`config.mk`:
```
export PLATFORM = sky130hd
export DESIGN_NAME = postfix_expression_evaluator_top
export DESIGN_NICKNAME = d
export VERILOG_FILES = /design/src/sv/pee_pkg.sv /design/src/sv/pee_cell.sv /design/src/sv/pee_divider.sv /design/src/sv/postfix_expression_evaluator_top.sv
export SDC_FILE = /design/constraint.sdc
export NUM_CORES = 2
export LEC_CHECK = 0
export BUFFER_PORTS_ARGS = -buffer_cell sky130_fd_sc_hd__buf_2
export CAP_MARGIN = 30
export CELL_PAD_IN_SITES_DETAIL_PLACEMENT = 1
export CELL_PAD_IN_SITES_GLOBAL_PLACEMENT = 2
export CORE_MARGIN = 3
export CORE_UTILIZATION = 30
export DETAILED_ROUTE_END_ITERATION = 10
export HOLD_SLACK_MARGIN = 0.05
export PLACE_DENSITY = 0.59
export SLEW_MARGIN = 20
export SYNTH_ARGS = -nofsm -noshare
export SYNTH_HDL_FRONTEND = slang
export SYNTH_SLANG_ARGS = --single-unit
```
`constraint.sdc`:
```
create_clock -name clk -period 12.5 [get_ports clk]
set_input_delay 2.5 -clock clk [delete_from_list [all_inputs] [get_ports clk]]
set_output_delay 2.5 -clock clk [all_outputs]
set_load 0.05 [all_outputs]
```
`src/sv/pee_pkg.sv`:
```
// Package for the postfix expression evaluator: status codes, characters, FSM states.
// No dependencies.
package pee_pkg;

    typedef enum logic [1:0] {
        ST_OK    = 2'd0,
        ST_UNDER = 2'd1,
        ST_OVER  = 2'd2,
        ST_DIVZ  = 2'd3
    } status_t;

    localparam logic [7:0] CH_SPACE = 8'h20;
    localparam logic [7:0] CH_PLUS  = 8'h2B;
    localparam logic [7:0] CH_MINUS = 8'h2D;
    localparam logic [7:0] CH_MUL   = 8'h2A;
    localparam logic [7:0] CH_DIV   = 8'h2F;
    localparam logic [7:0] CH_ZERO  = 8'd48;

    typedef enum logic [2:0] {
        S_IDLE,
        S_POP,
        S_MUL,
        S_DIV,
        S_PUSH,
        S_OUT
    } state_t;

    typedef enum logic [1:0] {
        SOP_HOLD,
        SOP_PUSH,
        SOP_POP,
        SOP_CLEAR
    } stack_op_t;

endpackage

```
`src/sv/pee_cell.sv`:
```
// One stack cell: holds a word and shifts with its neighbours on push and pop.
// Depends on pee_pkg.
module pee_cell
    import pee_pkg::*;
#(
    parameter int VALUE_WIDTH = 32
)
(
    input  logic                   clk,
    input  stack_op_t              op,
    input  logic [VALUE_WIDTH-1:0] above,
    input  logic [VALUE_WIDTH-1:0] below,
    output logic [VALUE_WIDTH-1:0] word
);

    logic [VALUE_WIDTH-1:0] word_reg;
    logic [VALUE_WIDTH-1:0] word_next;

    always_comb
    begin
        case (op)
            SOP_PUSH: word_next = above;
            SOP_POP:  word_next = below;
            default:  word_next = word_reg;
        endcase
    end

    always_ff @(posedge clk)
    begin
        word_reg <= word_next;
    end

    assign word = word_reg;

endmodule

```
`src/sv/pee_divider.sv`:
```
// Iterative signed divider, one quotient bit a cycle, truncating toward zero.
// Depends on nothing beyond its ports.
module pee_divider #(
    parameter int VALUE_WIDTH = 32
)
(
    input  logic                   clk,
    input  logic                   rst_n,
    input  logic                   start,
    input  logic [VALUE_WIDTH-1:0] dividend,
    input  logic [VALUE_WIDTH-1:0] divisor,
    output logic                   done,
    output logic [VALUE_WIDTH-1:0] quotient
);

    localparam int CW = $clog2(VALUE_WIDTH + 1);

    logic [VALUE_WIDTH-1:0] q_reg, q_next;
    logic [VALUE_WIDTH-1:0] r_reg, r_next;
    logic [VALUE_WIDTH-1:0] d_reg, d_next;
    logic                   neg_reg, neg_next;
    logic [CW-1:0]          cnt_reg, cnt_next;
    logic                   busy_reg, busy_next;
    logic                   done_reg, done_next;
    logic [VALUE_WIDTH:0]   trial;
    logic [VALUE_WIDTH-1:0] mag_a, mag_b;

    assign mag_a = dividend[VALUE_WIDTH-1] ? (~dividend + 1'b1) : dividend;
    assign mag_b = divisor[VALUE_WIDTH-1] ? (~divisor + 1'b1) : divisor;
    assign trial = {r_reg, q_reg[VALUE_WIDTH-1]} - {1'b0, d_reg};

    always_comb
    begin
        q_next    = q_reg;
        r_next    = r_reg;
        d_next    = d_reg;
        neg_next  = neg_reg;
        cnt_next  = cnt_reg;
        busy_next = busy_reg;
        done_next = 1'b0;
        if (start)
        begin
            q_next    = mag_a;
            r_next    = '0;
            d_next    = mag_b;
            neg_next  = dividend[VALUE_WIDTH-1] ^ divisor[VALUE_WIDTH-1];
            cnt_next  = CW'(VALUE_WIDTH);
            busy_next = 1'b1;
        end
        else if (busy_reg)
        begin
            if (!trial[VALUE_WIDTH])
            begin
                r_next = trial[VALUE_WIDTH-1:0];
                q_next = {q_reg[VALUE_WIDTH-2:0], 1'b1};
            end
            else
            begin
                r_next = {r_reg[VALUE_WIDTH-2:0], q_reg[VALUE_WIDTH-1]};
                q_next = {q_reg[VALUE_WIDTH-2:0], 1'b0};
            end
            cnt_next = cnt_reg - 1'b1;
            if (cnt_reg == CW'(1))
            begin
                busy_next = 1'b0;
                done_next = 1'b1;
            end
        end
    end

    always_ff @(posedge clk or negedge rst_n)
    begin
        if (!rst_n)
        begin
            busy_reg <= 1'b0;
            done_reg <= 1'b0;
            cnt_reg  <= '0;
        end
        else
        begin
            busy_reg <= busy_next;
            done_reg <= done_next;
            cnt_reg  <= cnt_next;
        end
    end

    always_ff @(posedge clk)
    begin
        q_reg   <= q_next;
        r_reg   <= r_next;
        d_reg   <= d_next;
        neg_reg <= neg_next;
    end

    assign done     = done_reg;
    assign quotient = neg_reg ? (~q_reg + 1'b1) : q_reg;

endmodule

```
`src/sv/postfix_expression_evaluator_top.sv`:
```
// Top level of the postfix expression evaluator: sequencer, cell chain, divider.
// Depends on pee_pkg, pee_cell and pee_divider.
//
// Usage: one request on the input channel carries one character (char_byte) or
// an end mark (end_of_expr). Digits build a decimal number, a space pushes it,
// an operator pops two operands and pushes the result. The operand stack is a
// chain of STACK_DEPTH cells; the top is cell 0 and the whole chain shifts on
// push and pop. An end request pushes any pending number, pops the top and
// emits value and status as one request on the output channel, then clears.
// An operator passes through S_POP twice (for b, then a), then S_MUL for * or
// S_DIV for / by a nonzero divisor, then S_PUSH; digits, spaces and skipped
// characters are handled in S_IDLE alone. A / waits in S_DIV for the divider,
// which yields one quotient bit a cycle. An end request pops the top in S_POP
// and then shows the result in S_OUT. Only one request is processed at a time.
// Reset clears the sequencer, the count, the number and the status; the cells
// hold no reset value. If the receiver stalls, the result is held in the
// output register and no new request is taken until it is accepted.
module postfix_expression_evaluator_top
    import pee_pkg::*;
#(
    parameter int STACK_DEPTH = 16,
    parameter int VALUE_WIDTH = 32
)
(
    input  logic                          clk,
    input  logic                          rst_n,
    input  logic                          in_valid,
    output logic                          in_ready,
    input  logic [7:0]                    char_byte,
    input  logic                          end_of_expr,
    output logic                          out_valid,
    input  logic                          out_ready,
    output logic signed [VALUE_WIDTH-1:0] value,
    output logic [1:0]                    status
);

    localparam int CNT_W = $clog2(STACK_DEPTH + 1);

    state_t                 state_reg, state_next;
    logic [CNT_W-1:0]       cnt_reg, cnt_next;
    logic [VALUE_WIDTH-1:0] acc_reg, acc_next;
    logic                   pend_reg, pend_next;
    logic                   skip_reg, skip_next;
    status_t                stat_reg, stat_next;
    logic [VALUE_WIDTH-1:0] a_reg, a_next;
    logic [VALUE_WIDTH-1:0] b_reg, b_next;
    logic [VALUE_WIDTH-1:0] r_reg, r_next;
    logic [7:0]             opc_reg, opc_next;
    logic                   fin_reg, fin_next;
    logic [VALUE_WIDTH-1:0] val_reg, val_next;
    logic [1:0]             ost_reg, ost_next;
    logic                   ph_reg, ph_next;

    stack_op_t              sop;
    logic [VALUE_WIDTH-1:0] push_word;
    logic [VALUE_WIDTH-1:0] words [STACK_DEPTH];
    logic                   div_start, div_done;
    logic [VALUE_WIDTH-1:0] div_q;
    logic                   accept, is_op, stack_full;
    logic [2*VALUE_WIDTH-1:0] prod;
    status_t                st_tmp;

    genvar gi;
    generate
        for (gi = 0; gi < STACK_DEPTH; gi++)
        begin : g_cell
            logic [VALUE_WIDTH-1:0] above_w, below_w;
            if (gi == 0)
            begin : g_top
                assign above_w = push_word;
            end
            else
            begin : g_mid
                assign above_w = words[gi-1];
            end
            if (gi == STACK_DEPTH - 1)
            begin : g_bot
                assign below_w = '0;
            end
            else
            begin : g_up
                assign below_w = words[gi+1];
            end
            pee_cell #(.VALUE_WIDTH(VALUE_WIDTH)) u_cell (
                .clk   (clk),
                .op    (sop),
                .above (above_w),
                .below (below_w),
                .word  (words[gi])
            );
        end
    endgenerate

    pee_divider #(.VALUE_WIDTH(VALUE_WIDTH)) u_div (
        .clk      (clk),
        .rst_n    (rst_n),
        .start    (div_start),
        .dividend (a_next),
        .divisor  (b_reg),
        .done     (div_done),
        .quotient (div_q)
    );

    assign in_ready   = (state_reg == S_IDLE);
    assign accept     = in_valid && in_ready;
    assign is_op      = (char_byte == CH_PLUS) || (char_byte == CH_MINUS)
                     || (char_byte == CH_MUL) || (char_byte == CH_DIV);
    assign stack_full = (cnt_reg == CNT_W'(STACK_DEPTH));
    assign prod       = a_reg * b_reg;

    always_comb
    begin
        state_next = state_reg;
        case (state_reg)
            S_IDLE:
            begin
                if (accept && end_of_expr)
                    state_next = S_POP;
                else if (accept && !skip_reg && !pend_reg && is_op)
                    state_next = S_POP;
            end
            S_POP:
            begin
                if (fin_reg)
                    state_next = S_OUT;
                else if (!ph_reg)
                    state_next = S_POP;
                else if (opc_reg == CH_MUL)
                    state_next = S_MUL;
                else if (opc_reg == CH_DIV && b_reg != '0)
                    state_next = S_DIV;
                else
                    state_next = S_PUSH;
            end
            S_MUL:   state_next = S_PUSH;
            S_DIV:   state_next = div_done ? S_PUSH : S_DIV;
            S_PUSH:  state_next = S_IDLE;
            S_OUT:   state_next = out_ready ? S_IDLE : S_OUT;
            default: state_next = S_IDLE;
        endcase
    end

    // S_POP runs two pops for an operator (b then a) using the phase in ph_reg
    always_comb
    begin
        cnt_next  = cnt_reg;
        acc_next  = acc_reg;
        pend_next = pend_reg;
        skip_next = skip_reg;
        stat_next = stat_reg;
        a_next    = a_reg;
        b_next    = b_reg;
        r_next    = r_reg;
        opc_next  = opc_reg;
        fin_next  = fin_reg;
        val_next  = val_reg;
        ost_next  = ost_reg;
        ph_next   = ph_reg;
        sop       = SOP_HOLD;
        push_word = acc_reg;
        div_start = 1'b0;
        st_tmp    = stat_reg;
        case (state_reg)
            S_IDLE:
            begin
                if (accept)
                begin
                    if (end_of_expr)
                    begin
                        fin_next = 1'b1;
                        ph_next  = 1'b0;
                        if (pend_reg)
                        begin
                            if (stack_full)
                            begin
                                if (stat_reg == ST_OK)
                                    stat_next = ST_OVER;
                            end
                            else
                            begin
                                sop      = SOP_PUSH;
                                cnt_next = cnt_reg + 1'b1;
                            end
                        end
                    end
                    else if (skip_reg)
                        skip_next = 1'b0;
                    else if (char_byte == CH_SPACE)
                    begin
                        if (pend_reg)
                        begin
                            if (stack_full)
                            begin
                                if (stat_reg == ST_OK)
                                    stat_next = ST_OVER;
                            end
                            else
                            begin
                                sop      = SOP_PUSH;
                                cnt_next = cnt_reg + 1'b1;
                            end
                            acc_next  = '0;
                            pend_next = 1'b0;
                        end
                    end
                    else if (!pend_reg && is_op)
                    begin
                        fin_next = 1'b0;
                        ph_next  = 1'b0;
                        opc_next = char_byte;
                    end
                    else
                    begin
                        acc_next  = acc_reg * VALUE_WIDTH'(10)
                                  + VALUE_WIDTH'(char_byte) - VALUE_WIDTH'(CH_ZERO);
                        pend_next = 1'b1;
                    end
                end
            end
            S_POP:
            begin
                if (cnt_reg == '0)
                begin
                    if (stat_reg == ST_OK)
                        st_tmp = ST_UNDER;
                    stat_next = st_tmp;
                    r_next    = '0;
                end
                else
                begin
                    sop      = SOP_POP;
                    cnt_next = cnt_reg - 1'b1;
                    r_next   = words[0];
                end
                if (fin_reg)
                begin
                    val_next  = (cnt_reg == '0) ? '0 : words[0];
                    ost_next  = st_tmp;
                    cnt_next  = '0;
                    acc_next  = '0;
                    pend_next = 1'b0;
                    skip_next = 1'b0;
                    stat_next = ST_OK;
                end
                else if (!ph_reg)
                begin
                    b_next  = r_next;
                    ph_next = 1'b1;
                end
                else
                begin
                    a_next  = r_next;
                    ph_next = 1'b0;
                end
            end
            S_MUL:
                r_next = prod[VALUE_WIDTH-1:0];
            S_DIV:
            begin
                if (div_done)
                    r_next = div_q;
            end
            S_PUSH:
            begin
                push_word = r_reg;
                skip_next = 1'b1;
                if (stack_full)
                begin
                    if (stat_reg == ST_OK)
                        stat_next = ST_OVER;
                end
                else
                begin
                    sop      = SOP_PUSH;
                    cnt_next = cnt_reg + 1'b1;
                end
            end
            default: ;
        endcase
        if (state_reg == S_POP && !fin_reg && ph_reg)
        begin
            case (opc_reg)
                CH_PLUS:  r_next = r_next + b_reg;
                CH_MINUS: r_next = r_next - b_reg;
                CH_DIV:
                begin
                    if (b_reg == '0)
                    begin
                        r_next = '0;
                        if (stat_next == ST_OK)
                            stat_next = ST_DIVZ;
                    end
                    else
                        div_start = 1'b1;
                end
                default: ;
            endcase
        end
    end

    always_ff @(posedge clk or negedge rst_n)
    begin
        if (!rst_n)
        begin
            state_reg <= S_IDLE;
            cnt_reg   <= '0;
            acc_reg   <= '0;
            pend_reg  <= 1'b0;
            skip_reg  <= 1'b0;
            stat_reg  <= ST_OK;
            fin_reg   <= 1'b0;
            ph_reg    <= 1'b0;
        end
        else
        begin
            state_reg <= state_next;
            cnt_reg   <= cnt_next;
            acc_reg   <= acc_next;
            pend_reg  <= pend_next;
            skip_reg  <= skip_next;
            stat_reg  <= stat_next;
            fin_reg   <= fin_next;
            ph_reg    <= ph_next;
        end
    end

    always_ff @(posedge clk)
    begin
        a_reg   <= a_next;
        b_reg   <= b_next;
        r_reg   <= r_next;
        opc_reg <= opc_next;
        val_reg <= val_next;
        ost_reg <= ost_next;
    end

    assign out_valid = (state_reg == S_OUT);
    assign value     = val_reg;
    assign status    = ost_reg;

endmodule

```
Word level (Yosys, flattened, before mapping) --
Cells that the tools add are included.
Operators by class: add/sub/neg operators 11, multipliers 2, eq/ne operators 33, muxes and demuxes 112, bitwise operators 9, reductions and logical operators 35
Operators by type and width (number):
- $pmux 32 s2 | 17
- $mux 32 | 20
- $pmux 32 s3 | 2
- $add 32x1->32 const B | 3
- $not 32->32 | 3
- $eq 8x6->1 const B | 9
- $mux 5 | 8
- $mux 2 | 19
- $sub 33x32->33 | 1
- $add 32x32->32 | 1
- $add 32x8->32 | 1
- $logic_not 32->1 | 1
- $mul 32x3->31 const B | 1
- $mul 32x32->32 | 1
- $reduce_bool 32->1 | 1
- $sub 32x32->32 | 1
- $sub 32x6->32 const B | 1
- $mux 31 | 1
- $mux 1 | 28
- $mux 3 | 8
- $reduce_and 6->1 | 3
- $ne 3x3->1 const B | 5
- $pmux 3 s5 | 1
- $pmux 5 s3 | 1
- other kinds (32) | 65
Word-level totals: register bits after elaboration 801, bits of input ports 13, output and inout port bits 36, word-level logic and storage cells 240

Logic depth before layout (Yosys ltp) --
depth after elaboration 14, mapped depth 38, depth with buffers taken out 36

By module --
From an unflattened synthesis, not the netlist that was laid out.
Unflattened totals: cells, all modules 5157, area total of the unflattened synthesis 60739.5 um^2
Modules (own cells, without submodules):
- postfix_expression_evaluator_top | times used 1, cells each 3136, area each 28529.9 um^2, seq. area each 4654.5 um^2
- pee_cell | times used 16, cells each 71, area each 1525.2 um^2, seq. area each 960.9 um^2
- pee_divider | times used 1, cells each 885, area each 7806.2 um^2, seq. area each 2792.7 um^2

Worst setup path after synthesis --
Ideal clock, no wire load.
kind in2reg, start point input port char_byte[4], end point register g_cell[0].u_cell.word_reg[0] (enable), setup time 0.860 ns, data arrival time 13.531 ns, data required time 11.640 ns, setup slack -1.891 ns, stages on the path 7, path buffers 0, path through nor4b_1 > nand2_1 > o21bai_1 > a41o_1 > nand2_1 > ha_1 > inv_1
Between the ends: word-level cells in the longest chain between the ends 8, elaborated cells on any way between the ends 9, those cells by class 3 x eq/ne; 5 x mux; 1 x reduce/logical
Ends and longest elaborated chain:
- start, declared | line postfix_expression_evaluator_top.sv:29 | input logic [7:0] char_byte,
- $eq 8x6->1 * | line postfix_expression_evaluator_top.sv:188 | else if (char_byte == CH_SPACE)
- $mux 2 * | line postfix_expression_evaluator_top.sv:188
- $mux 2 * | line postfix_expression_evaluator_top.sv:186 | else if (skip_reg)
- $mux 2 * | line postfix_expression_evaluator_top.sv:168 | if (end_of_expr)
- $mux 2 * | line postfix_expression_evaluator_top.sv:166 | if (accept)
- $pmux 2 s3 * | line postfix_expression_evaluator_top.sv:163 | case (state_reg)
- $eq 2x1->1 or $eq 2x2->1 (tied branches) | line pee_cell.sv:21 | case (op)
- $reduce_bool 2->1 (no line) *
- end signal, assigned | line pee_cell.sv:30 | word_reg <= word_next;
- end, declared | line pee_cell.sv:16 | logic [VALUE_WIDTH-1:0] word_reg;
Every way passes the cells marked *; elsewhere a longest branch is shown, timed or not. A chain may end at the register's enable or synchronous reset.

Worst setup path after layout --
start point register a_reg[5], end point register r_reg[31]
Between the ends: word-level cells in the longest chain between the ends 5, elaborated cells on any way between the ends 7, those cells by class 2 x add/sub; 1 x mul; 4 x mux
Ends and longest elaborated chain:
- start, declared | line postfix_expression_evaluator_top.sv:45 | logic [VALUE_WIDTH-1:0] a_reg, a_next;
- start signal, assigned | line postfix_expression_evaluator_top.sv:329 | a_reg <= a_next;
- $mul 32x32->32 * | line postfix_expression_evaluator_top.sv:109 | assign prod = a_reg * b_reg;
- $pmux 32 s3 * | line postfix_expression_evaluator_top.sv:163
- $sub 32x32->32 (tied with other cells) | line postfix_expression_evaluator_top.sv:284 | CH_MINUS: r_next = r_next - b_reg;
- $pmux 32 s3 | line postfix_expression_evaluator_top.sv:282 | case (opc_reg)
- $mux 32 * | line postfix_expression_evaluator_top.sv:280 | if (state_reg == S_POP && !fin_reg && ph_reg)
- named net r_next[31] | line postfix_expression_evaluator_top.sv:47 | logic [VALUE_WIDTH-1:0] r_reg, r_next;
- end signal, assigned | line postfix_expression_evaluator_top.sv:331 | r_reg <= r_next;
- end, declared | line postfix_expression_evaluator_top.sv:47
Mark *: on every way through the listed nets, which the timed path passes. The rest lies on a longest branch.

==> impl_metrics.tcl <==
set metrics [dict create \
    vias 38600 \
    synthFlopType "edfxtp_1" \
    fin_crit_ns 10.26 \
    nFillCells 20900 \
    drt-initial-drc-count 2618 \
    path_class "register to register" \
    cts_hold_buf 0 \
    yosysTopAreaCell "edfxtp_1" \
    cts_sinks 801 \
    grt_pass1_wl_um 268000 \
    synth.distinct_cells 94 \
    htree_levels 3 \
    cts_buffers 98 \
    seq_area_frac_synth 0.395 \
    finalCritPeriodShare 0.820 \
    fin_setup_tns_ns 0 \
    setup_violations 0 \
    cts_root_buffer "clkbuf_16" \
    overflow 0 \
    routabilityCongestion 0.860 \
    cp.arrival_ns 10.92 \
    syn_area_um2 57700 \
    synth.most_common_cell "edfxtp_1" \
    cp-start-kind "register" \
    crit_required_ns 13.17 \
    synth_cells 5234 \
    drt-wirelength-per-cell_um 22.6 \
    multiInputGateArea_um2 31900 \
    core-area_um2 191000 \
    worstMarginPinSlew_ns 1.13 \
    yosysWarnings 0 \
    worstSkewPairLatency_ns 0.75 \
    cts_setup_buffers 0 \
    largest_reg_flops 512 \
    crit_slowest_cell "dfxtp_1" \
    ys_top_cells_by_area "edfxtp_1 34%, fa_1 14%, mux2_2 8.9%" \
    synth_edf_count 651 \
    synth.top_cell.area_share 0.339 \
    slew_viol_final 0 \
    slew_headroom 0.245 \
    status "complete, no violations" \
    syn_avg_cell_area_um2 11.0 \
    path_max_fanout 24 \
    clk_pin_slew_ns 0.07 \
    cts_tree "yes" \
    portBuffers 48 \
    hold_viol 0 \
    synthesis.nets 5944 \
    grt_use_total 0.178 \
    hpwl_um 133000 \
    final_layout_size_suffix_gt1_frac 0.155 \
    cap_viol_max_count 0 \
    r2r_slack_ns 2.24 \
    drt-total-wl_um 177000 \
    cpMostUsedCell "fa_1" \
    cpLargestDelayFamily "adder cells" \
    max_freq_mhz 97.5 \
    io_pins 49 \
    rsz0062_at_grt "no" \
    regArea_um2 22800 \
    grt_pass1_vias 41300 \
    start_util 0.303 \
    ant_nets 0 \
    die_h_um 445 \
    cp-end-kind "register" \
    synth_async_sr_flop_share 0.0674 \
    fin_nets 5932 \
    path_buf_inv 5 \
    dr.pass1.iters 5 \
    core.rowCount 160 \
    ys_ff_latch 801 \
    critPathMaxStageDelay_ns 0.63 \
    hold_path_class "register to register" \
    cts_resized 0 \
    grt_max_degree 200 \
    syn_to_final_growth_pct 11.5 \
    antenna_found_initial 20 \
    netlist_top_cells_count "651 x edfxtp_1, 563 x nand2_1, 549 x inv_1" \
    cts_buffer_depth 3 \
    drc 0 \
    skew_ns 0.0477 \
    die_w_um 445 \
    drt-vias-per-instance 4.93 \
    die_area_um2 198000 \
]
==> routing by layer <==
layer | part of all wire | up-vias | GRT usage
met2 | 0.46 | 531 | 0.290
met5 | 0.00011 | - | 0
met3 | 0.036 | 163 | 0.0213
met4 | 0.021 | 2 | 0.0416
met1 | 0.48 | 20000 | 0.253
li1 | - | 17900 | -
==> area by class of cell <==
type                    instances  area share
multi-input cells            3614       0.495
flip-flops and latches        801       0.354
well taps                    2511      0.0488
clock buffers                 124      0.0409
inverters                     549      0.0321
repair buffers                158      0.0196
clock inverters                59     0.00865
diodes                         10    0.000389
==> per-stage QoR <==
stage / instances / hold WS (ns) / area, um2 / util / setup slack [ns]
after floorplan: 5234 / 0.455 / 57700 / - / 0.741
after global placement: 7617 / 0.493 / 60900 / 0.319 / 2.48
after global routing: 7817 / 0.529 / 64400 / 0.337 / 1.84
after detailed placement: 7626 / 0.471 / 61000 / 0.320 / 2.34
final: 7826 / 0.512 / 64400 / 0.338 / 2.24
after CTS: 7809 / 0.503 / 64200 / 0.337 / 2.24
==> placed cells by master (no fill, tap or decap), drive strengths merged, types with 61 or more instances in the layout <==
| cell | instances |
|---|---|
| a21o | 76 |
| a21oi | 144 |
| and2 | 305 |
| buf | 157 |
| clkbuf | 125 |
| dfxtp | 96 |
| edfxtp | 651 |
| fa | 412 |
| ha | 285 |
| inv | 554 |
| mux2 | 457 |
| mux2i | 61 |
| nand2 | 563 |
| nor2 | 135 |
| o21ai | 273 |
| xnor2 | 194 |
| xor2 | 109 |
==> logic make-up after synthesis <==
family	after synthesis	synth area share
AND/OR/NAND/NOR	1338	0.116
buffers and inverters	819	0.0540
flip-flops	801	0.395
AO/OA/AOI/OAI	757	0.0836
adder cells (fa/ha/maj)	697	0.205
multiplexers	518	0.0997
XOR/XNOR	304	0.0464
==> path summary, 6_finish.rpt <==
check	startpoint	endpoint	depth (start not counted)
max in group asynchronous	rst_n	u_div.busy_reg$_DFF_PN0_	2
min	stat_reg[1]$_DFF_PN0_	status[1]$_DFFE_PP_	0
max	a_reg[5]$_DFF_P_	r_reg[31]$_DFF_P_	33
max reg2reg	a_reg[5]$_DFF_P_	r_reg[31]$_DFF_P_	33
min reg2reg	stat_reg[1]$_DFF_PN0_	status[1]$_DFFE_PP_	0
min in group asynchronous	rst_n	acc_reg[6]$_DFFE_PN0P_	1
Power is left out: the tool's default activity adds up to more than one toggle a clock period on the data nets, which glitch-free logic cannot reach.
